$ cat config.mk
export PLATFORM = sky130hd
export DESIGN_NAME = decimal_text_to_integer_top_flat
export DESIGN_NICKNAME = d
export VERILOG_FILES = /design/src/rtl/dtoi_pkg.sv /design/src/rtl/dtoi_char_if.sv /design/src/rtl/dtoi_result_if.sv /design/src/rtl/dtoi_cfg_if.sv /design/src/rtl/dtoi_parse.sv /design/src/rtl/dtoi_result.sv /design/src/rtl/decimal_text_to_integer_top.sv /design/src/flat_wrapper.sv
export SDC_FILE = /design/constraint.sdc
export NUM_CORES = 1
export LEC_CHECK = 0
export ABC_AREA = 1
export BUFFER_PORTS_ARGS = -buffer_cell sky130_fd_sc_hd__buf_2
export CAP_MARGIN = 30
export CELL_PAD_IN_SITES_DETAIL_PLACEMENT = 0
export CELL_PAD_IN_SITES_GLOBAL_PLACEMENT = 1
export CORE_ASPECT_RATIO = 0.8
export CORE_MARGIN = 2
export CORE_UTILIZATION = 30
export DETAILED_ROUTE_END_ITERATION = 10
export GPL_TIMING_DRIVEN = 0
export MAX_ROUTING_LAYER = met4
export PLACE_DENSITY_LB_ADDON = 0.15
export REMOVE_ABC_BUFFERS = 1
export SLEW_MARGIN = 20
export SYNTH_ARGS = -nofsm -noshare
export SYNTH_HDL_FRONTEND = slang
export SYNTH_HIERARCHICAL = 1
export SYNTH_SLANG_ARGS = --single-unit
$ cat constraint.sdc
create_clock -name clk -period 13.3 [get_ports clk]
set_input_delay 3.325 -clock clk [delete_from_list [all_inputs] [get_ports clk]]
set_output_delay 3.325 -clock clk [all_outputs]
set_load 0.005 [all_outputs]
$ cat src/rtl/dtoi_pkg.sv
`timescale 1ns / 1ps
// dtoi_pkg: types and constants shared by the decimal text parser
// no dependencies; used by the interfaces and every rtl module

package dtoi_pkg;

    localparam int CHAR_W  = 8;
    localparam int VALUE_W = 64;
    localparam int ACC_W   = 64;
    localparam int PROD_W  = ACC_W + 4;
    localparam int DIGIT_W = 4;
    localparam int CFG_IDX_W  = 1;
    localparam int CFG_DATA_W = 1;

    // ascii codes
    localparam logic [CHAR_W-1:0] CH_SPACE = 8'h20;
    localparam logic [CHAR_W-1:0] CH_TAB   = 8'h09;
    localparam logic [CHAR_W-1:0] CH_CR    = 8'h0D;
    localparam logic [CHAR_W-1:0] CH_MINUS = 8'h2D;
    localparam logic [CHAR_W-1:0] CH_PLUS  = 8'h2B;
    localparam logic [CHAR_W-1:0] CH_ZERO  = 8'h30;
    localparam logic [CHAR_W-1:0] CH_NINE  = 8'h39;

    // configuration register indexes
    localparam logic [CFG_IDX_W-1:0] CFG_SIGNED_MODE = 1'b0;
    localparam logic [CFG_IDX_W-1:0] CFG_WIDE_MODE   = 1'b1;

    // largest magnitudes per mode
    localparam logic [ACC_W-1:0] LIM_U64     = 64'hFFFF_FFFF_FFFF_FFFF;
    localparam logic [ACC_W-1:0] LIM_S64_POS = 64'h7FFF_FFFF_FFFF_FFFF;
    localparam logic [ACC_W-1:0] LIM_S64_NEG = 64'h8000_0000_0000_0000;
    localparam logic [ACC_W-1:0] LIM_U32     = 64'h0000_0000_FFFF_FFFF;
    localparam logic [ACC_W-1:0] LIM_S32_POS = 64'h0000_0000_7FFF_FFFF;
    localparam logic [ACC_W-1:0] LIM_S32_NEG = 64'h0000_0000_8000_0000;

    localparam logic [VALUE_W-1:0] LOW32_MASK = 64'h0000_0000_FFFF_FFFF;

    typedef enum logic [3:0] {
        PH_SPACE = 4'b0001,
        PH_DIGIT = 4'b0010,
        PH_STOP  = 4'b0100,
        PH_FAIL  = 4'b1000
    } phase_t;

    // parse state captured at the end of a string
    typedef struct packed {
        logic [ACC_W-1:0] acc;
        logic             minus;
        logic             ok;
        logic             wide;
    } done_t;

endpackage

$ cat src/rtl/dtoi_char_if.sv
`timescale 1ns / 1ps
// dtoi_char_if: valid/ready channel carrying one text character per transaction
// depends on dtoi_pkg

interface dtoi_char_if;
    logic                       valid;
    logic                       ready;
    logic [dtoi_pkg::CHAR_W-1:0] char_byte;
    logic                       has_char;
    logic                       end_of_string;

    modport source (output valid, output char_byte, output has_char,
                    output end_of_string, input ready);
    modport sink   (input valid, input char_byte, input has_char,
                    input end_of_string, output ready);
endinterface

$ cat src/rtl/dtoi_result_if.sv
`timescale 1ns / 1ps
// dtoi_result_if: valid/ready channel carrying one parse result per transaction
// depends on dtoi_pkg

interface dtoi_result_if;
    logic                         valid;
    logic                         ready;
    logic [dtoi_pkg::VALUE_W-1:0] parsed_value;
    logic                         parse_ok;

    modport source (output valid, output parsed_value, output parse_ok, input ready);
    modport sink   (input valid, input parsed_value, input parse_ok, output ready);
endinterface

$ cat src/rtl/dtoi_cfg_if.sv
`timescale 1ns / 1ps
// dtoi_cfg_if: configuration write channel, register index and write data
// depends on dtoi_pkg

interface dtoi_cfg_if;
    logic                            valid;
    logic                            ready;
    logic [dtoi_pkg::CFG_IDX_W-1:0]  index;
    logic [dtoi_pkg::CFG_DATA_W-1:0] data;

    modport source (output valid, output index, output data, input ready);
    modport sink   (input valid, input index, input data, output ready);
endinterface

$ cat src/rtl/dtoi_parse.sv
`timescale 1ns / 1ps
// dtoi_parse: input register and per-character parse state update
// depends on dtoi_pkg and dtoi_char_if

module dtoi_parse
(
    input  logic                 clk,
    input  logic                 rst_n,
    dtoi_char_if.sink            char_in,
    input  logic                 signed_mode,
    input  logic                 wide_mode,
    output logic                 done_valid,
    input  logic                 done_ready,
    output dtoi_pkg::done_t      done
);

    // input register
    logic                          s1_valid_reg;
    logic [dtoi_pkg::CHAR_W-1:0]   s1_char_reg;
    logic                          s1_has_reg;
    logic                          s1_last_reg;

    // parse state
    dtoi_pkg::phase_t              phase_reg, phase_next;
    logic [dtoi_pkg::ACC_W-1:0]    acc_reg, acc_next;
    logic                          minus_reg, minus_next;
    logic                          saw_reg, saw_next;

    logic                          s1_adv;
    logic                          fire;
    logic                          is_ws;
    logic                          is_digit;
    logic [dtoi_pkg::DIGIT_W-1:0]  digit;
    logic [dtoi_pkg::ACC_W-1:0]    limit;
    logic [dtoi_pkg::PROD_W-1:0]   prod;
    logic                          overflow;

    assign s1_adv       = !s1_last_reg || done_ready;
    assign char_in.ready = !s1_valid_reg || s1_adv;
    assign fire         = s1_valid_reg && s1_adv;
    assign done_valid   = s1_valid_reg && s1_last_reg;

    always_ff @(posedge clk or negedge rst_n)
    begin
        if (!rst_n)
        begin
            s1_valid_reg <= 1'b0;
        end
        else if (char_in.ready)
        begin
            s1_valid_reg <= char_in.valid;
        end
    end

    always_ff @(posedge clk)
    begin
        if (char_in.ready && char_in.valid)
        begin
            s1_char_reg <= char_in.char_byte;
            s1_has_reg  <= char_in.has_char;
            s1_last_reg <= char_in.end_of_string;
        end
    end

    assign is_ws    = (s1_char_reg == dtoi_pkg::CH_SPACE) ||
                      ((s1_char_reg >= dtoi_pkg::CH_TAB) && (s1_char_reg <= dtoi_pkg::CH_CR));
    assign is_digit = (s1_char_reg >= dtoi_pkg::CH_ZERO) && (s1_char_reg <= dtoi_pkg::CH_NINE);
    assign digit    = s1_char_reg[dtoi_pkg::DIGIT_W-1:0];

    always_comb
    begin
        case ({wide_mode, signed_mode, minus_reg})
            3'b100, 3'b101: limit = dtoi_pkg::LIM_U64;
            3'b110:         limit = dtoi_pkg::LIM_S64_POS;
            3'b111:         limit = dtoi_pkg::LIM_S64_NEG;
            3'b000, 3'b001: limit = dtoi_pkg::LIM_U32;
            3'b010:         limit = dtoi_pkg::LIM_S32_POS;
            3'b011:         limit = dtoi_pkg::LIM_S32_NEG;
            default:        limit = dtoi_pkg::LIM_U64;
        endcase
    end

    // acc * 10 + digit, overflow when it passes the mode limit
    assign prod = ({4'b0, acc_reg} << 3) + ({4'b0, acc_reg} << 1)
                + {{(dtoi_pkg::PROD_W-dtoi_pkg::DIGIT_W){1'b0}}, digit};
    assign overflow = prod > {4'b0, limit};

    always_comb
    begin
        phase_next = phase_reg;
        acc_next   = acc_reg;
        minus_next = minus_reg;
        saw_next   = saw_reg;
        if (s1_has_reg)
        begin
            saw_next = 1'b1;
            case (phase_reg)
                dtoi_pkg::PH_SPACE:
                begin
                    if (is_ws)
                    begin
                        phase_next = dtoi_pkg::PH_SPACE;
                    end
                    else if (s1_char_reg == dtoi_pkg::CH_MINUS)
                    begin
                        if (signed_mode)
                        begin
                            minus_next = 1'b1;
                            phase_next = dtoi_pkg::PH_DIGIT;
                        end
                        else
                        begin
                            phase_next = dtoi_pkg::PH_FAIL;
                        end
                    end
                    else if (s1_char_reg == dtoi_pkg::CH_PLUS)
                    begin
                        phase_next = dtoi_pkg::PH_DIGIT;
                    end
                    else if (is_digit)
                    begin
                        if (overflow)
                        begin
                            phase_next = dtoi_pkg::PH_FAIL;
                        end
                        else
                        begin
                            acc_next   = prod[dtoi_pkg::ACC_W-1:0];
                            phase_next = dtoi_pkg::PH_DIGIT;
                        end
                    end
                    else
                    begin
                        phase_next = dtoi_pkg::PH_STOP;
                    end
                end
                dtoi_pkg::PH_DIGIT:
                begin
                    if (!is_digit)
                    begin
                        phase_next = dtoi_pkg::PH_STOP;
                    end
                    else if (overflow)
                    begin
                        phase_next = dtoi_pkg::PH_FAIL;
                    end
                    else
                    begin
                        acc_next = prod[dtoi_pkg::ACC_W-1:0];
                    end
                end
                default:
                begin
                    phase_next = phase_reg;
                end
            endcase
        end
    end

    // snapshot at end of string
    assign done.acc   = acc_next;
    assign done.minus = minus_next;
    assign done.ok    = saw_next && (phase_next != dtoi_pkg::PH_FAIL);
    assign done.wide  = wide_mode;

    always_ff @(posedge clk or negedge rst_n)
    begin
        if (!rst_n)
        begin
            phase_reg <= dtoi_pkg::PH_SPACE;
            acc_reg   <= '0;
            minus_reg <= 1'b0;
            saw_reg   <= 1'b0;
        end
        else if (fire)
        begin
            if (s1_last_reg)
            begin
                phase_reg <= dtoi_pkg::PH_SPACE;
                acc_reg   <= '0;
                minus_reg <= 1'b0;
                saw_reg   <= 1'b0;
            end
            else
            begin
                phase_reg <= phase_next;
                acc_reg   <= acc_next;
                minus_reg <= minus_next;
                saw_reg   <= saw_next;
            end
        end
    end

endmodule

$ cat src/rtl/dtoi_result.sv
`timescale 1ns / 1ps
// dtoi_result: end-of-string snapshot register, sign apply and output register
// depends on dtoi_pkg and dtoi_result_if

module dtoi_result
(
    input  logic                 clk,
    input  logic                 rst_n,
    input  logic                 done_valid,
    output logic                 done_ready,
    input  dtoi_pkg::done_t      done,
    dtoi_result_if.source        result_out
);

    logic                          s2_valid_reg;
    dtoi_pkg::done_t               s2_reg;
    logic                          out_valid_reg;
    logic [dtoi_pkg::VALUE_W-1:0]  value_reg, value_next;
    logic                          ok_reg;
    logic                          s3_load;
    logic [dtoi_pkg::VALUE_W-1:0]  signed_val;

    assign s3_load    = !out_valid_reg || result_out.ready;
    assign done_ready = !s2_valid_reg || s3_load;

    assign signed_val = s2_reg.minus ? (~s2_reg.acc + 64'd1) : s2_reg.acc;

    always_comb
    begin
        if (!s2_reg.ok)
        begin
            value_next = '0;
        end
        else if (s2_reg.wide)
        begin
            value_next = signed_val;
        end
        else
        begin
            value_next = signed_val & dtoi_pkg::LOW32_MASK;
        end
    end

    always_ff @(posedge clk or negedge rst_n)
    begin
        if (!rst_n)
        begin
            s2_valid_reg  <= 1'b0;
            out_valid_reg <= 1'b0;
        end
        else
        begin
            if (done_ready)
            begin
                s2_valid_reg <= done_valid;
            end
            if (s3_load)
            begin
                out_valid_reg <= s2_valid_reg;
            end
        end
    end

    always_ff @(posedge clk)
    begin
        if (done_ready && done_valid)
        begin
            s2_reg <= done;
        end
        if (s3_load && s2_valid_reg)
        begin
            value_reg <= value_next;
            ok_reg    <= s2_reg.ok;
        end
    end

    assign result_out.valid        = out_valid_reg;
    assign result_out.parsed_value = value_reg;
    assign result_out.parse_ok     = ok_reg;

endmodule

$ cat src/rtl/decimal_text_to_integer_top.sv
`timescale 1ns / 1ps
// decimal_text_to_integer_top: parses a stream of ascii characters, one per
// transaction, as a decimal integer and returns one result per string.
// Leading whitespace (space, tab through carriage return) is skipped, one
// optional sign is taken, then digits accumulate; the first non-digit stops
// parsing and the rest of the string is ignored. The transaction marked
// end_of_string produces the result: the value (two's complement when signed,
// low 32 bits zero-extended in 32-bit mode, zero on failure) and parse_ok,
// which is low for an empty string, a minus in unsigned mode, or overflow.
// A character is taken every cycle unless an end-of-string character waits on
// a full result stage; results pass the input, snapshot and output registers.
// The rate is set by the per-character multiply-by-ten add and limit compare.
// Configuration (signed_mode at index 0, wide_mode at index 1) is written
// through the cfg channel and should only change while no string is open.
// depends on dtoi_pkg, dtoi_char_if, dtoi_result_if, dtoi_cfg_if,
// dtoi_parse and dtoi_result

module decimal_text_to_integer_top
(
    input  logic          clk,
    input  logic          rst_n,
    dtoi_char_if.sink     char_in,
    dtoi_result_if.source result_out,
    dtoi_cfg_if.sink      cfg
);

    // mode registers
    logic            signed_mode_reg;
    logic            wide_mode_reg;

    // end-of-string handoff between parser and result stage
    logic            done_valid;
    logic            done_ready;
    dtoi_pkg::done_t done;

    // config writes always accepted
    assign cfg.ready = 1'b1;

    always_ff @(posedge clk or negedge rst_n)
    begin
        if (!rst_n)
        begin
            signed_mode_reg <= 1'b0;
            wide_mode_reg   <= 1'b1;
        end
        else if (cfg.valid)
        begin
            case (cfg.index)
                dtoi_pkg::CFG_SIGNED_MODE: signed_mode_reg <= cfg.data[0];
                dtoi_pkg::CFG_WIDE_MODE:   wide_mode_reg   <= cfg.data[0];
                default:                   signed_mode_reg <= signed_mode_reg;
            endcase
        end
    end

    // character register and parse state
    dtoi_parse u_parse
    (
        .clk         (clk),
        .rst_n       (rst_n),
        .char_in     (char_in),
        .signed_mode (signed_mode_reg),
        .wide_mode   (wide_mode_reg),
        .done_valid  (done_valid),
        .done_ready  (done_ready),
        .done        (done)
    );

    // snapshot, sign apply and output register
    dtoi_result u_result
    (
        .clk        (clk),
        .rst_n      (rst_n),
        .done_valid (done_valid),
        .done_ready (done_ready),
        .done       (done),
        .result_out (result_out)
    );

endmodule

$ cat src/flat_wrapper.sv
// flat-port wrapper written by rule: the top's interface ports become plain ports
module decimal_text_to_integer_top_flat 
  (clk, rst_n, char_in_valid, char_in_char_byte, char_in_has_char, char_in_end_of_string, char_in_ready, result_out_valid, result_out_parsed_value, result_out_parse_ok, result_out_ready, cfg_valid, cfg_index, cfg_data, cfg_ready);
  dtoi_char_if char_in_i ();
  dtoi_result_if result_out_i ();
  dtoi_cfg_if cfg_i ();
  input  logic clk;
  input  logic rst_n;
  input wire logic [$bits(char_in_i.valid)-1:0] char_in_valid;
  input wire logic [$bits(char_in_i.char_byte)-1:0] char_in_char_byte;
  input wire logic [$bits(char_in_i.has_char)-1:0] char_in_has_char;
  input wire logic [$bits(char_in_i.end_of_string)-1:0] char_in_end_of_string;
  output wire logic [$bits(char_in_i.ready)-1:0] char_in_ready;
  output wire logic [$bits(result_out_i.valid)-1:0] result_out_valid;
  output wire logic [$bits(result_out_i.parsed_value)-1:0] result_out_parsed_value;
  output wire logic [$bits(result_out_i.parse_ok)-1:0] result_out_parse_ok;
  input wire logic [$bits(result_out_i.ready)-1:0] result_out_ready;
  input wire logic [$bits(cfg_i.valid)-1:0] cfg_valid;
  input wire logic [$bits(cfg_i.index)-1:0] cfg_index;
  input wire logic [$bits(cfg_i.data)-1:0] cfg_data;
  output wire logic [$bits(cfg_i.ready)-1:0] cfg_ready;
  assign char_in_i.valid = char_in_valid;
  assign char_in_i.char_byte = char_in_char_byte;
  assign char_in_i.has_char = char_in_has_char;
  assign char_in_i.end_of_string = char_in_end_of_string;
  assign char_in_ready = char_in_i.ready;
  assign result_out_valid = result_out_i.valid;
  assign result_out_parsed_value = result_out_i.parsed_value;
  assign result_out_parse_ok = result_out_i.parse_ok;
  assign result_out_i.ready = result_out_ready;
  assign cfg_i.valid = cfg_valid;
  assign cfg_i.index = cfg_index;
  assign cfg_i.data = cfg_data;
  assign cfg_ready = cfg_i.ready;
  decimal_text_to_integer_top u_core (.clk(clk), .rst_n(rst_n), .char_in(char_in_i), .result_out(result_out_i), .cfg(cfg_i));
endmodule
# --- Word level (Yosys, flattened, before mapping) ---
# Memory sizes are Yosys's and may differ from the RTL's.
# Cells that the tools add are included.
# Widths: inputs -> output; s select.
op_classes:
  bitwise: 2
  n_reduce_logical: 20
  n_addsub: 3
  eq_ne: 6
  order_cmp: 5
  n_mux: 28
ops:
  columns: ["operator", "n"]
  rows:
  - ["$mux 64", 8]
  - ["$pmux 64 s2", 1]
  - ["$add 67x65->68", 1]
  - ["$add 68x4->68", 1]
  - ["$gt 68x64->1", 1]
  - ["$add 64x1->64 const B", 1]
  - ["$not 64->64", 1]
  - ["$mux 4", 10]
  - ["$eq 8x6->1 const B", 3]
  - ["$ge 8x4->1 const B", 1]
  - ["$ge 8x6->1 const B", 1]
  - ["$le 8x4->1 const B", 1]
  - ["$le 8x6->1 const B", 1]
  - ["$logic_and 1x1->1", 8]
  - ["$mux 1", 8]
  - ["$pmux 4 s2", 1]
  - ["$reduce_and 2->1", 3]
  - ["$logic_or 1x1->1", 5]
  - ["$eq 4x1->1 const B", 1]
  - ["$eq 4x2->1 const B", 1]
  - ["$logic_not 1->1", 4]
  - ["$ne 4x4->1 const B", 1]
  - ["$not 1->1", 1]
totals:
  wordCells: 84
  ff_bits: 217
  mem_bits_ro: 512
  n_memories: 1
memory_table:
  columns: ["name", "words", "word_bits", "read_ports", "rd_ports_with_merged_regs", "write_ports", "line", "source"]
  rows:
  - ["(name not given)", 8, 64, 1, 0, 0, "dtoi_parse.sv:72", "case ({wide_mode, signed_mode, minus_reg})"]

# --- Logic depth before layout (Yosys ltp) ---
# Gate-level depths: netlist of the first run.
logic_depth:
  ltp_word: 12
  ltp_mapped: 39
  ltp_nobuf: 38

# --- Cells and area by module ---
# Netlist of the first run, hierarchy kept.
by_module_without_submodules:
  columns: ["module", "cells_per_inst", "area_per_inst_um2", "seq_area_each_um2", "n_inst"]
  rows:
  - ["dtoi_parse", 1993, 12256.8, 2078.2, 1]
  - ["dtoi_result", 712, 6563.8, 4013.8, 1]
  - ["decimal_text_to_integer_top", 13, 98.8, 51.3, 1]

# --- Least setup slack after synthesis of the first run ---
# OpenSTA, ideal clock, no wires.
synth_path:
  path_kind: "in2out"
  startpoint: "in result_out_ready"
  endpoint: "out char_in_ready"
  t_arrival_ps: 3710
  path_stages: 4
  required_ps: 9975
  path_slack_ps: 6265
  path_cell_list: "inv_1 -> nand3_1 -> nor2_1 -> inv_1"
synth_between:
  elab_chain_len: 4
synth_rtl:
  columns: ["item", "line", "source"]
  rows:
  - ["from (decl)", "flat_wrapper.sv:17", "input wire logic [$bits(result_out_i.ready)-1:0] result_out_ready;"]
  - ["$logic_or 1x1->1", "dtoi_result.sv:23", "assign s3_load = !out_valid_reg || result_out.ready;"]
  - ["$logic_or 1x1->1", "dtoi_result.sv:24", "assign done_ready = !s2_valid_reg || s3_load;"]
  - ["named net u_core.done_ready", "decimal_text_to_integer_top.sv:33", "logic done_ready;"]
  - ["$logic_or 1x1->1", "dtoi_parse.sv:38", "assign s1_adv = !s1_last_reg || done_ready;"]
  - ["$logic_or 1x1->1", "dtoi_parse.sv:39", "assign char_in.ready = !s1_valid_reg || s1_adv;"]
  - ["to (decl)", "flat_wrapper.sv:13", "output wire logic [$bits(char_in_i.ready)-1:0] char_in_ready;"]
# The timed path passes the listed nets, and every way through them passes these cells.

==> metrics.md, run 1 <==
| Metric | Value |
|---|---|
| Clk buf depth | 3 |
| Final max-slew violation count | 0 |
| IO Pins | 85 |
| Post-detailed-route wirelength per cell | 18.5 µm |
| Async set or reset register ratio after synthesis | 34.6% |
| Vias post-DR | 18036 |
| Number of global-route vias before repair | 17395 |
| Die Area | 65100 µm² |
| Post-CTS sizing | 0 |
| Post-synth EDFFs | 142 |
| Final setup viols | 0 |
| Clk_lat worst skew | 0.56 ns |
| Share of the synthesized area in the top cell type | 22.5% |
| Setup Buffers After CTS | 0 |
| Die Wd | 285 µm |
| Hold Fails Final Rpt | 0 |
| Max FO, Critical Path | 60 |
| Hold path depth | 2 |
| Slowest cell delay on critical path | 0.58 ns |
| Cells after synthesis | 2718 |
| 1st-iter DRT viols | 1523 |
| Largest net degree at the start of global routing | 76 |
| Power per cell area | 88.9 nW/µm² |
| Placer Congestion | 0.916 |
| Ys Warns | 6 |
| Port Buffers | 83 |
| Reg-to-Reg End | u_core/u_result/s2_reg[13]$_DFFE_PP_ |
| Critical Path AT | 7.87 ns |
| Clk_skew | 0.0337 ns |
| Peak supply drop | 0.0000835 V |
| Reg-to-reg critical path startpoint | u_core/u_parse/acc_reg[1]$_DFFE_PN0P_ |
| Reg2Reg Depth | 33 |
| Post-route core utilization | 34.4% |
| Post-Syn Area per Cell | 6.96 µm² |
| Critical Path Source Type | register |
| Die Ht | 229 µm |
| RSZ-0062 raised after global routing | no |
| Hold_buf cts | 0 |
| # H-tree levels | 1 |
| CTS Root Cell | clkbuf_16 |
| Hold crit path type | reg2reg |
| Seq/Total Area, Yosys | 32.5% |
| Fmax | 132 MHz |
| Fillers | 6683 |
| Crit-path most repeated cell | nand2_1 |
| Area grow syn2layout | 13.5% |
| Core region area | 62500 µm² |
| Layout cells sized above 1 | 8.24% |
| Area of the multi-input gates | 11500 µm² |
| Status | completed |
| CTS sink cnt | 217 |
| Antenna violations before repair | 1 |
| Dpl hpwl | 54500 µm |
| Register area | 6140 µm² |
| Critical path class | reg2reg |
| Row count | 82 |
| Min cycle time layout | 7.59 ns |
| Worst Path Required | 13.59 ns |
| CP Buf/Inv Count | 3 |
| Initial Util | 30.3% |
| Final wirelength | 67200 µm |
| Initial DRT Pass Iterations | 5 |
| Lkg Pwr | 10.5 nW |
| Unique masters post-synth | 51 |
| MaxCap Viol Count | 0 |
| Slew headroom | 36.8% |
| DRC | 0 |
| Vias per Instance | 4.95 |
| Largest area contributor in the synthesized netlist | edfxtp_1 |
| Antenna Diode Count | 0 |
| Synth Register Bits | 217 |
| Largest register FFs | 67 |
| First-pass GRT wire length | 104000 µm |
| Least-Margin Pin Slew | 0.948 ns |
| Hold path endpoint | u_core/u_result/result_out.valid$_DFFE_PN0P_ |
| Gr ovfl total | 0 |
| Crit. End Element | register |
| Synth area leaders | edfxtp_1 23%, nand2_1 17%, ha_1 13%, dfrtp_1 9.7%, nor2_1 6.4% |
| Top FF cell, synth | edfxtp_1 |
| Period utilization | 57.0% |
| CP top delay family | simple AND/OR/NAND/NOR gates |
| CTS tree | yes |
| Reg2reg setup slack | 5.71 ns |
| CP max-delay cell | nor4_1 |
| Tot GR Track Use | 21.0% |
| Clock slew at reported path FFs | 0.06 ns |
| CTS Buf Count | 25 |
| Antenna Nets Post-Route | 0 |
| Hold WS | 0.519 ns |
| Mapped cell area | 18900 µm² |
| Hold Path Origin | u_core/u_result/s2_valid_reg$_DFFE_PN0N_ |
| Layout Nets | 2996 |
==> tightest hold or removal path: cells and delay by family, from the launching register on <==
family                 cells  cell delay, ns
and+or+nand+nor            1            0.07
buffers and inverters      1            0.07
DFF                        1            0.35
==> Yosys cell counts, types with 3 or more instances <==
master	n
nand2_1	862
nor2_1	321
inv_1	241
ha_1	192
o21ai_0	182
a21oi_1	175
edfxtp_1	142
nand3_1	123
dfrtp_1	73
o21ai_1	71
xor2_1	44
clkbuf_1	38
nand4_1	22
buf_2	21
nand2_2	18
o21bai_1	18
or2_0	17
nor3_1	14
xnor2_1	14
inv_2	12
nor2_2	11
a31oi_1	10
nor4_1	9
nand3_2	8
a21o_1	7
buf_1	6
nand3b_1	6
nor2_4	6
buf_4	5
o211ai_1	5
and3_1	4
buf_6	4
o21a_1	4
a211oi_1	3
a21boi_0	3
and2_1	3
clkinv_1	3
o21ai_2	3
==> worst max path at each step <==
stage,startpoint,to,depth (start not counted)
after floorplan,result_out_ready,u_core/u_parse/phase_reg[0]$_DFFE_PN1P_,7
after global placement,result_out_ready,u_core/u_parse/phase_reg[0]$_DFFE_PN1P_,8
after detailed placement,u_core/u_parse/acc_reg[14]$_DFFE_PN0P_,u_core/u_result/s2_reg[13]$_DFFE_PP_,20
after CTS,u_core/u_parse/acc_reg[14]$_DFFE_PN0P_,u_core/u_result/s2_reg[13]$_DFFE_PP_,20
after global routing,u_core/u_parse/acc_reg[1]$_DFFE_PN0P_,u_core/u_parse/acc_reg[13]$_DFFE_PN0P_,35
final,u_core/u_parse/acc_reg[1]$_DFFE_PN0P_,u_core/u_result/s2_reg[13]$_DFFE_PP_,33
==> through the flow <==
stage	setup TNS [ns]	total power, mW	cells	setup slack [ns]	instance area (µm²)
after floorplan	0	1.04	2643	5.22	18600
after global placement	-141.97	1.19	3566	-2.52	20000
after detailed placement	0	1.24	3596	5.21	20600
after CTS	0	1.93	3642	5.15	21400
after global routing	0	2.01	3644	5.26	21500
final	0	1.91	3644	5.71	21500
==> metal layers <==
| metal | wire (µm) | track usage [%] |
|---|---|---|
| met4 | 860 | 3.36 |
| met5 | 0 | - |
| met2 | 27700 | 30.2 |
| met1 | 35100 | 32.3 |
| met3 | 3570 | 1.57 |
==> cell usage in the layout, fill, tap and decap left out, types with 4 or more instances in the layout <==
cell type | netlist | routed
nor3_1 | 14 | 13
o21a_1 | 4 | 4
o21ai_1 | 71 | 70
nor2_1 | 321 | 319
nand4_1 | 22 | 22
xor2_1 | 44 | 44
dfrtp_1 | 73 | 73
buf_2 | 21 | 83
a31oi_1 | 10 | 10
clkinv_1 | 3 | 6
a21oi_1 | 175 | 173
inv_2 | 12 | 12
o21bai_1 | 18 | 18
nand3_2 | 8 | 8
ha_1 | 192 | 192
xnor2_1 | 14 | 14
nand3_1 | 123 | 123
nor4_1 | 9 | 9
edfxtp_1 | 142 | 142
nand3b_1 | 6 | 6
a21o_1 | 7 | 7
clkbuf_16 | 0 | 25
or2_0 | 17 | 17
nor2_4 | 6 | 7
nand2_2 | 18 | 18
and3_1 | 4 | 4
nand2_1 | 862 | 862
o21ai_0 | 182 | 182
inv_1 | 241 | 239
buf_16 | 0 | 10
clkinvlp_4 | 0 | 5
o211ai_1 | 5 | 5
buf_8 | 0 | 15
clkinv_4 | 0 | 4
nor2_2 | 11 | 12
==> cell families after synthesis <==
family                   count (synthesis)  synth area share, %
AO/OA/AOI/OAI                          488                 13.7
XOR/XNOR                                58                 2.69
adder cells (fa/ha/maj)                194                 12.9
buffers and inverters                  331                 6.97
flip-flops                             217                 32.5
other                                    1               0.0198
AND/OR/NAND/NOR                       1429                 31.3
==> power breakdown <==
group	switching (mW)	internal, mW	leakage (nW)
sequential	0.0340	0.765	2.40
combinational	0.292	0.139	7.71
clock	0.299	0.380	0.378
==> layout make-up <==
class                      instances  share of cell area [%]
clock buffer                      29                    3.08
multi-input combinational       2170                    53.6
tap                              840                    4.89
timing repair buffer             115                    4.66
sequential                       217                    28.6
clock inverter                    17                   0.676
inverter                         256                    4.50
(Power assumes the default switching activity.)
==> inputs of run 2 (changes only) <==
ABC_AREA = 0   (was 1)
clock period = 7.25 ns   (was 13.3 ns; I/O delays follow)
==> run 2 against run 1 <==
Net effect: sequential power up 120%; global-route usage down 1.9 points; non-clock buffer count up 7; die area down 6.9%; register-to-register slack worse by 5.5 ns; clock skew down 0.021 ns; cell count down 23%; worst hold slack worse by 0.019 ns; critical endpoint is now u_core/u_result/s2_reg[51]$_DFFE_PP_; highest routed layer unchanged.
==> metrics.md, run 2 <==
| Metric | Value |
|---|---|
| Hold_buf cts | 0 (unchanged) |
| Slew headroom | 35.1% (was 36.8%) |
| Vias post-DR | 15157 (was 18036) |
| Reg2Reg Depth | 22 (was 33) |
| Clk_lat worst skew | 0.60 ns (was 0.56 ns) |
| Largest area contributor in the synthesized netlist | edfxtp_1 (unchanged) |
| Critical path class | reg2reg (unchanged) |
| Post-synth EDFFs | 142 (unchanged) |
| Antenna violations before repair | 1 (unchanged) |
| Final WS setup | 0.226 ns (was 5.71 ns) |
| Setup TNS | 0 ns (unchanged) |
| Adder-Cell Fraction of Synth Area | 13.9% (was 12.9%) |
| Dpl hpwl | 43000 µm (was 54500 µm) |
| Final setup viols | 0 (unchanged) |
| Layout Nets | 2220 (was 2996) |
| Peak supply drop | 0.000204 V (was 0.0000835 V) |
| Core region area | 58100 µm² (was 62500 µm²) |
| Clk network pwr share | 25.4% (was 35.6%) |
| Reg-to-reg critical path startpoint | u_core/u_parse/s1_char_reg[3]$_DFFE_PP_ (was u_core/u_parse/acc_reg[1]$_DFFE_PN0P_) |
| Hold Fails Final Rpt | 0 (unchanged) |
| Fraction of synthesized cell area in xor and xnor cells | 4.58% (was 2.69%) |
| Non-Filler Instances | 2801 (was 3644) |
| Synth Register Bits | 217 (unchanged) |
| Top-count cell post-synth | nand2_1 (unchanged) |
| Most common cell after layout, fill and taps aside | nand2_1 (unchanged) |
| Initial Util | 30.3% (about the same) |
| Min cycle time layout | 7.02 ns (was 7.59 ns) |
| Number of global-route vias before repair | 14277 (was 17395) |
| Clk_skew | 0.0129 ns (was 0.0337 ns) |
| Worst Path Required | 7.57 ns (was 13.59 ns) |
| Largest family of logic cells by synthesized area | simple AND/OR/NAND/NOR gates (unchanged) |
| CTS sink cnt | 217 (unchanged) |
| Reg2reg setup slack | 0.23 ns (was 5.71 ns) |
| CTS Root Cell | clkbuf_16 (unchanged) |
| Antenna Diode Count | 0 (unchanged) |
| Hold crit path type | reg2reg (unchanged) |
| Die Ht | 221 µm (was 229 µm) |
| Final wirelength | 56600 µm (was 67200 µm) |
| Clock slew at reported path FFs | 0.06 ns (about the same) |
| CP Buf/Inv Count | 2 (was 3) |
| Mapped cell area | 17600 µm² (was 18900 µm²) |
| Crit. End Element | register (unchanged) |
| Hold Path Origin | u_core/u_result/s2_valid_reg$_DFFE_PN0N_ (unchanged) |
| Compound-gate portion of the synthesized area | 19.4% (was 13.7%) |
| Critical Path AT | 7.34 ns (was 7.87 ns) |
| Commonest non-fill, non-tap cells in the layout | 272 x nand2_1, 190 x ha_1, 142 x edfxtp_1 (was 862 x nand2_1, 319 x nor2_1, 239 x inv_1) |
| MaxCap Viol Count | 0 (unchanged) |
| Cells after synthesis | 1962 (was 2718) |
| Initial DRT Pass Iterations | 5 (unchanged) |
| Seq/Total Area, Yosys | 34.9% (was 32.5%) |
| Gate power share | 43.4% (was 22.6%) |
| Antenna Nets Post-Route | 0 (unchanged) |
| Gr ovfl total | 0 (unchanged) |
| Reg-to-Reg End | u_core/u_result/s2_reg[51]$_DFFE_PP_ (was u_core/u_result/s2_reg[13]$_DFFE_PP_) |
| RSZ-0062 raised after global routing | no (unchanged) |
| Slowest cell delay on critical path | 0.59 ns (was 0.58 ns) |
| Switching pwr | 2.31 mW (was 0.625 mW) |
| Critical Path End | u_core/u_result/s2_reg[51]$_DFFE_PP_ (was u_core/u_result/s2_reg[13]$_DFFE_PP_) |
| Place WS | -1.41 ns (was 5.21 ns) |
| Tot GR Track Use | 19.1% (was 21.0%) |
| Multiplexer share of the synthesized area | 1.79% (was 0%) |
| DRC | 0 (unchanged) |
| Critical Path Source Type | register (unchanged) |
| Least-Margin Pin Slew | 0.971 ns (was 0.948 ns) |
| 1st-iter DRT viols | 1223 (was 1523) |
| Power per cell area | 272 nW/µm² (was 88.9 nW/µm²) |
| Area grow syn2layout | 15.6% (was 13.5%) |
| Vias per Instance | 5.41 (was 4.95) |
| IO Pins | 85 (unchanged) |
| Share of the synthesized area in the top cell type | 24.2% (was 22.5%) |
| Crit path cell chain | fa_1 -> ha_4 -> o211ai_1 -> buf_4 -> nor3_4 -> o2111ai_4 -> a211oi_2 -> a311o_1 -> a21oi_2 -> o21a_1 -> o21ai_1 -> xor2_1 -> ha_1 -> and4_1 -> a221o_1 -> a2111oi_2 -> nor2_1 -> a2111o_1 -> or4_4 -> or3_4 -> buf_12 -> o21ai_0 |
| Post-detailed-route wirelength per cell | 20.2 µm (was 18.5 µm) |
| Ys Warns | 6 (unchanged) |
| Post-Syn Area per Cell | 8.97 µm² (was 6.96 µm²) |
| Layout cells sized above 1 | 13.0% (was 8.24%) |
| Post-synth top cells | 274 x nand2_1, 192 x ha_1, 142 x edfxtp_1 (was 862 x nand2_1, 321 x nor2_1, 241 x inv_1) |
| Die Area | 60600 µm² (was 65100 µm²) |
| Unique masters post-synth | 89 (was 51) |
| CP max-delay cell | or4_4 (was nor4_1) |
| CTS tree | yes (unchanged) |
| CTS Buf Count | 29 (was 25) |
| Top FF cell, synth | edfxtp_1 (unchanged) |
| Simple-gate share of the synthesized area | 21.4% (was 31.3%) |
| Die Wd | 275 µm (was 285 µm) |
| Port Buffers | 83 (unchanged) |
| Placer Congestion | 0.864 (was 0.916) |
| Hold WS | 0.499 ns (was 0.519 ns) |
| Status | completed (unchanged) |
| Largest net degree at the start of global routing | 85 (was 76) |
| Clk buf depth | 3 (unchanged) |
| Lkg Pwr | 8.41 nW (was 10.5 nW) |
| Final max-slew violation count | 0 (unchanged) |
| Reg power frac | 31.3% (was 41.9%) |
| Internal | 3.23 mW (was 1.28 mW) |
| Async set or reset register ratio after synthesis | 34.6% (unchanged) |
| Max FO, Critical Path | 12 (was 60) |
| CP top delay family | compound AO/OA/AOI/OAI gates (was simple AND/OR/NAND/NOR gates) |
| Fmax | 142 MHz (was 132 MHz) |
| Period utilization | 96.9% (was 57.0%) |
| # H-tree levels | 1 (unchanged) |
| First-pass GRT wire length | 87800 µm (was 104000 µm) |
| # placed instances | 2724 (was 3596) |
| CP Launch Point | u_core/u_parse/s1_char_reg[3]$_DFFE_PP_ (was u_core/u_parse/acc_reg[1]$_DFFE_PN0P_) |
| Switching portion of total power | 41.7% (was 32.7%) |
| WP depth | 22 (was 33) |
| Largest register FFs | 67 (unchanged) |
| Synth area leaders | edfxtp_1 24%, ha_1 14%, dfrtp_1 10%, nand2_1 5.8%, a21oi_1 3.6% (was edfxtp_1 23%, nand2_1 17%, ha_1 13%, dfrtp_1 9.7%, nor2_1 6.4%) |
| Row count | 79 (was 82) |
[run 2: per-layer routing]
layer / vias to the layer above / global-route usage, % / share of wire [%] / routed length, µm
li1: 7487 / - / - / -
met1: 7301 / 29.9 / 54 / 30700
met2: 310 / 26.2 / 40 / 22400
met3: 59 / 2.09 / 4.4 / 2510
met4: 0 / 3.42 / 1.7 / 983
met5: - / - / 0 / 0
[run 2: through the flow]
stage,area [µm²],power (mW),utilization [%]
finish,20300,5.54,35.0
global route,20300,5.98,35.0
CTS,20000,5.49,34.5
detailed placement,18900,3.99,32.6
global placement,18500,3.94,31.8
floorplan,17100,3.24,-
[run 2: worst min path at each step]
stage | endpoint | cells after the start
floorplan | u_core/u_result/result_out.valid$_DFFE_PN0P_ | 1
global placement | u_core/u_result/result_out.valid$_DFFE_PN0P_ | 1
detailed placement | u_core/u_result/result_out.valid$_DFFE_PN0P_ | 1
global route | u_core/u_parse/phase_reg[0]$_DFFE_PN1P_ | 2
finish | u_core/u_result/result_out.valid$_DFFE_PN0P_ | 1
CTS | u_core/u_result/result_out.valid$_DFFE_PN0P_ | 1
[run 2: cell type report]
class | instances | area, µm²
clock buffers | 41 | 811
clock inverters | 13 | 111
fillers | 5981 | 37800
inverters | 65 | 249
multi-input cells | 1574 | 11100
flip-flops and latches | 217 | 6140
well taps | 769 | 962
repair buffers | 122 | 982
[run 2: cells by family after synthesis]
group | Yosys count
AND/OR/NAND/NOR | 750
AO/OA/AOI/OAI | 506
flip-flops | 217
adder cells (fa/ha/maj) | 194
buffers and inverters | 173
XOR/XNOR | 92
multiplexers | 29
other | 1
[run 2: timing repair]
action	4_1_cts	5_1_grt
resized for setup	26	37
setup endpoints to repair	131	126
cloned	1	1
pin swaps	6	20
buffers inserted	8	12
[run 2: power by group through the flow]
| stage | Combinational (mW) | Sequential, mW | Clock (mW) |
|---|---|---|---|
| after floorplan | 1.56 | 1.68 | 0 |
| after global placement | 2.18 | 1.76 | 0 |
| after detailed placement | 2.24 | 1.75 | 0 |
| after CTS | 2.30 | 1.73 | 1.46 |
| after global routing | 2.71 | 1.76 | 1.51 |
| final | 2.40 | 1.73 | 1.41 |
==> inputs of run 3 (changes only) <==
BUFFER_PORTS_ARGS = -buffer_cell sky130_fd_sc_hd__clkbuf_2   (was -buffer_cell sky130_fd_sc_hd__buf_2)
==> run 3 against run 2 <==
Net effect: worst setup slack lost 0.034 ns; non-clock buffer count fell by 3; wire length is 0.36% lower; critical path depth unchanged; global-route usage down 0.096 points; flip-flop and latch count unchanged; sequential share of layout area fell by 0.17 points; combinational power about the same; count of clock-buffer cells in the layout down 4; largest cell class unchanged; highest routed layer unchanged.
==> metrics.md, run 3 (synthesis gave the netlist of run 2 again) <==
| Metric | Value |
|---|---|
| Setup TNS | 0 ns (unchanged) |
| 1st-iter DRT viols | 1095 (was 1223) |
| Non-Filler Instances | 2798 (was 2801) |
| Antenna Diode Count | 0 (unchanged) |
| Critical Path AT | 7.39 ns (was 7.34 ns) |
| MaxCap Viol Count | 0 (unchanged) |
| Critical Path Source Type | register (unchanged) |
| Die Wd | 275 µm (unchanged) |
| First-pass GRT wire length | 86900 µm (was 87800 µm) |
| CP max-delay cell | fa_2 (was or4_4) |
| Slew headroom | 34.5% (was 35.1%) |
| Area grow syn2layout | 16.3% (was 15.6%) |
| Final WS setup | 0.192 ns (was 0.226 ns) |
| Final Cell Area | 20500 µm² (was 20300 µm²) |
| Hold WS | 0.494 ns (was 0.499 ns) |
| Layout cells sized above 1 | 13.4% (was 13.0%) |
| Post-route core utilization | 35.2% (was 35.0%) |
| CP Launch Point | u_core/u_parse/acc_reg[0]$_DFFE_PN0P_ (was u_core/u_parse/s1_char_reg[3]$_DFFE_PP_) |
| Peak supply drop | 0.000201 V (was 0.000204 V) |
| Hold Fails Final Rpt | 0 (unchanged) |
| Total chip power | 5.68 mW (was 5.54 mW) |
| Largest net degree at the start of global routing | 81 (was 85) |
| Place WS | -1.44 ns (was -1.41 ns) |
| IO Pins | 85 (unchanged) |
| Final max-slew violation count | 0 (unchanged) |
| Final setup viols | 0 (unchanged) |
| Min cycle time layout | 7.06 ns (was 7.02 ns) |
| Reg2Reg Depth | 22 (unchanged) |
| Reg-to-reg critical path startpoint | u_core/u_parse/acc_reg[0]$_DFFE_PN0P_ (was u_core/u_parse/s1_char_reg[3]$_DFFE_PP_) |
| Commonest non-fill, non-tap cells in the layout | 272 x nand2_1, 190 x ha_1, 142 x edfxtp_1 (unchanged) |
| # placed instances | 2723 (was 2724) |
| CTS sink cnt | 217 (unchanged) |
| Tot GR Track Use | 19.0% (was 19.1%) |
| Most common cell after layout, fill and taps aside | nand2_1 (unchanged) |
| Clk buf depth | 3 (unchanged) |
| Placer Congestion | 0.864 (about the same) |
| Clk_lat worst skew | 0.61 ns (was 0.60 ns) |
| Critical Path End | u_core/u_result/s2_reg[55]$_DFFE_PP_ (was u_core/u_result/s2_reg[51]$_DFFE_PP_) |
| Slowest cell delay on critical path | 0.62 ns (was 0.59 ns) |
| Core region area | 58100 µm² (unchanged) |
| Least-Margin Pin Slew | 0.980 ns (was 0.971 ns) |
| Port Buffers | 83 (unchanged) |
| DRC | 0 (unchanged) |
| Number of global-route vias before repair | 14184 (was 14277) |
| Reg2reg setup slack | 0.19 ns (was 0.23 ns) |
| Critical path class | reg2reg (unchanged) |
| Hold crit path type | reg2reg (unchanged) |
| Vias post-DR | 15259 (was 15157) |
| Status | completed (unchanged) |
| Clk_skew | 0.0239 ns (was 0.0129 ns) |
| Final wirelength | 56400 µm (was 56600 µm) |
| Row count | 79 (unchanged) |
| Die Area | 60600 µm² (unchanged) |
| Initial Util | 30.3% (unchanged) |
| Post-DP Area | 18900 µm² (about the same) |
| Antenna Nets Post-Route | 0 (unchanged) |
| Layout Nets | 2217 (was 2220) |
| Antenna violations before repair | 0 (was 1) |
| Vias per Instance | 5.45 (was 5.41) |
| Crit path cell chain | fa_2 -> inv_1 -> fa_1 -> nand2b_1 -> a21o_1 -> a211o_1 -> a21oi_4 -> o21ai_4 -> a21oi_4 -> a21oi_1 -> o21bai_1 -> xnor2_2 -> ha_1 -> and4_1 -> a221o_1 -> o32ai_1 -> nor2_1 -> a2111o_1 -> or4_4 -> or3_4 -> buf_4 -> o21ai_0 (was fa_1 -> ha_4 -> o211ai_1 -> buf_4 -> nor3_4 -> o2111ai_4 -> a211oi_2 -> a311o_1 -> a21oi_2 -> o21a_1 -> o21ai_1 -> xor2_1 -> ha_1 -> and4_1 -> a221o_1 -> a2111oi_2 -> nor2_1 -> a2111o_1 -> or4_4 -> or3_4 -> buf_12 -> o21ai_0) |
| Initial DRT Pass Iterations | 5 (unchanged) |
| Worst Path Required | 7.58 ns (was 7.57 ns) |
| Post-detailed-route wirelength per cell | 20.2 µm (about the same) |
| Max FO, Critical Path | 10 (was 12) |
| Die Ht | 221 µm (unchanged) |
| Lkg Pwr | 8.42 nW (was 8.41 nW) |
| Gr ovfl total | 0 (unchanged) |
| Clock slew at reported path FFs | 0.06 ns (about the same) |
| CTS Root Cell | clkbuf_16 (unchanged) |
| CTS Buf Count | 29 (unchanged) |
| Reg-to-Reg End | u_core/u_result/s2_reg[55]$_DFFE_PP_ (was u_core/u_result/s2_reg[51]$_DFFE_PP_) |
| Power per cell area | 278 nW/µm² (was 272 nW/µm²) |
| # H-tree levels | 1 (unchanged) |
| CTS tree | yes (unchanged) |
| Fmax | 142 MHz (about the same) |
| Largest register FFs | 67 (unchanged) |
| Crit-path most repeated cell | a21oi_4 |
| Period utilization | 97.3% (was 96.9%) |
| Dpl hpwl | 43100 µm (was 43000 µm) |
| Crit. End Element | register (unchanged) |
-- run 3: cell count changes in the layout (fill, tap and decap cells not counted), sizes merged --
cell,before,now
buf,122,36
bufinv,1,5
clkbuf,41,120
clkinv,10,9
clkinvlp,0,1
-- run 3: metal layers --
layer	wire length (µm)	up-vias	GRT usage (%)
li1	-	7469	-
met1	30000	7374	29.2
met2	22100	346	26.0
met3	3010	70	2.67
met4	1260	0	4.13
met5	0	-	-
-- run 3: layout make-up --
type | count | area (µm²)
clock inverters | 17 | 241
flip-flops and latches | 217 | 6150
repair buffers | 119 | 928
well taps | 769 | 962
clock buffers | 37 | 786
multi-input cells | 1574 | 11200
fillers | 5998 | 37700
inverters | 65 | 249
-- run 3: how the worst min path moves through the flow --
stage | from | depth (start not counted) | slack (ns) | to
6_report | u_core/u_result/s2_valid_reg$_DFFE_PN0N_ | 1 | 0.49 | u_core/u_result/result_out.valid$_DFFE_PN0P_
5_1_grt | u_core/u_result/s2_valid_reg$_DFFE_PN0N_ | 1 | 0.52 | u_core/u_result/result_out.valid$_DFFE_PN0P_
4_1_cts | u_core/u_result/s2_valid_reg$_DFFE_PN0N_ | 1 | 0.50 | u_core/u_result/result_out.valid$_DFFE_PN0P_
3_5_place_dp | u_core/u_result/s2_valid_reg$_DFFE_PN0N_ | 1 | 0.48 | u_core/u_result/result_out.valid$_DFFE_PN0P_
3_3_place_gp | u_core/u_result/s2_valid_reg$_DFFE_PN0N_ | 1 | 0.47 | u_core/u_result/result_out.valid$_DFFE_PN0P_
2_1_floorplan | u_core/u_result/s2_valid_reg$_DFFE_PN0N_ | 1 | 0.45 | u_core/u_result/result_out.valid$_DFFE_PN0P_
-- run 3: critical path, delay by kind of cell (launching register included) --
kind	cells	cell delay [ns]
and+or+nand+nor	5	1.54
buffers and inverters	2	0.28
xor gates and xnor gates	1	0.17
adders and majority gates	3	1.38
AOI/OAI and AO/OA	11	2.94
DFF	1	0.45
-- run 3: timing repair --
action | CTS | global route
cloned | 2 | 0
hold buffers | 0 | 0
gates resized for setup | 26 | 45
buffers inserted | 4 | 14
endpoints found under the setup margin | 131 | 126
pin swaps | 4 | 23
-- run 3: report_power, final --
group | switching, mW | internal (mW) | total, mW
Sequential | 0.213 | 1.52 | 1.73
Clock | 0.609 | 0.948 | 1.56
Combinational | 1.51 | 0.881 | 2.39
Total | 2.33 | 3.35 | 5.68
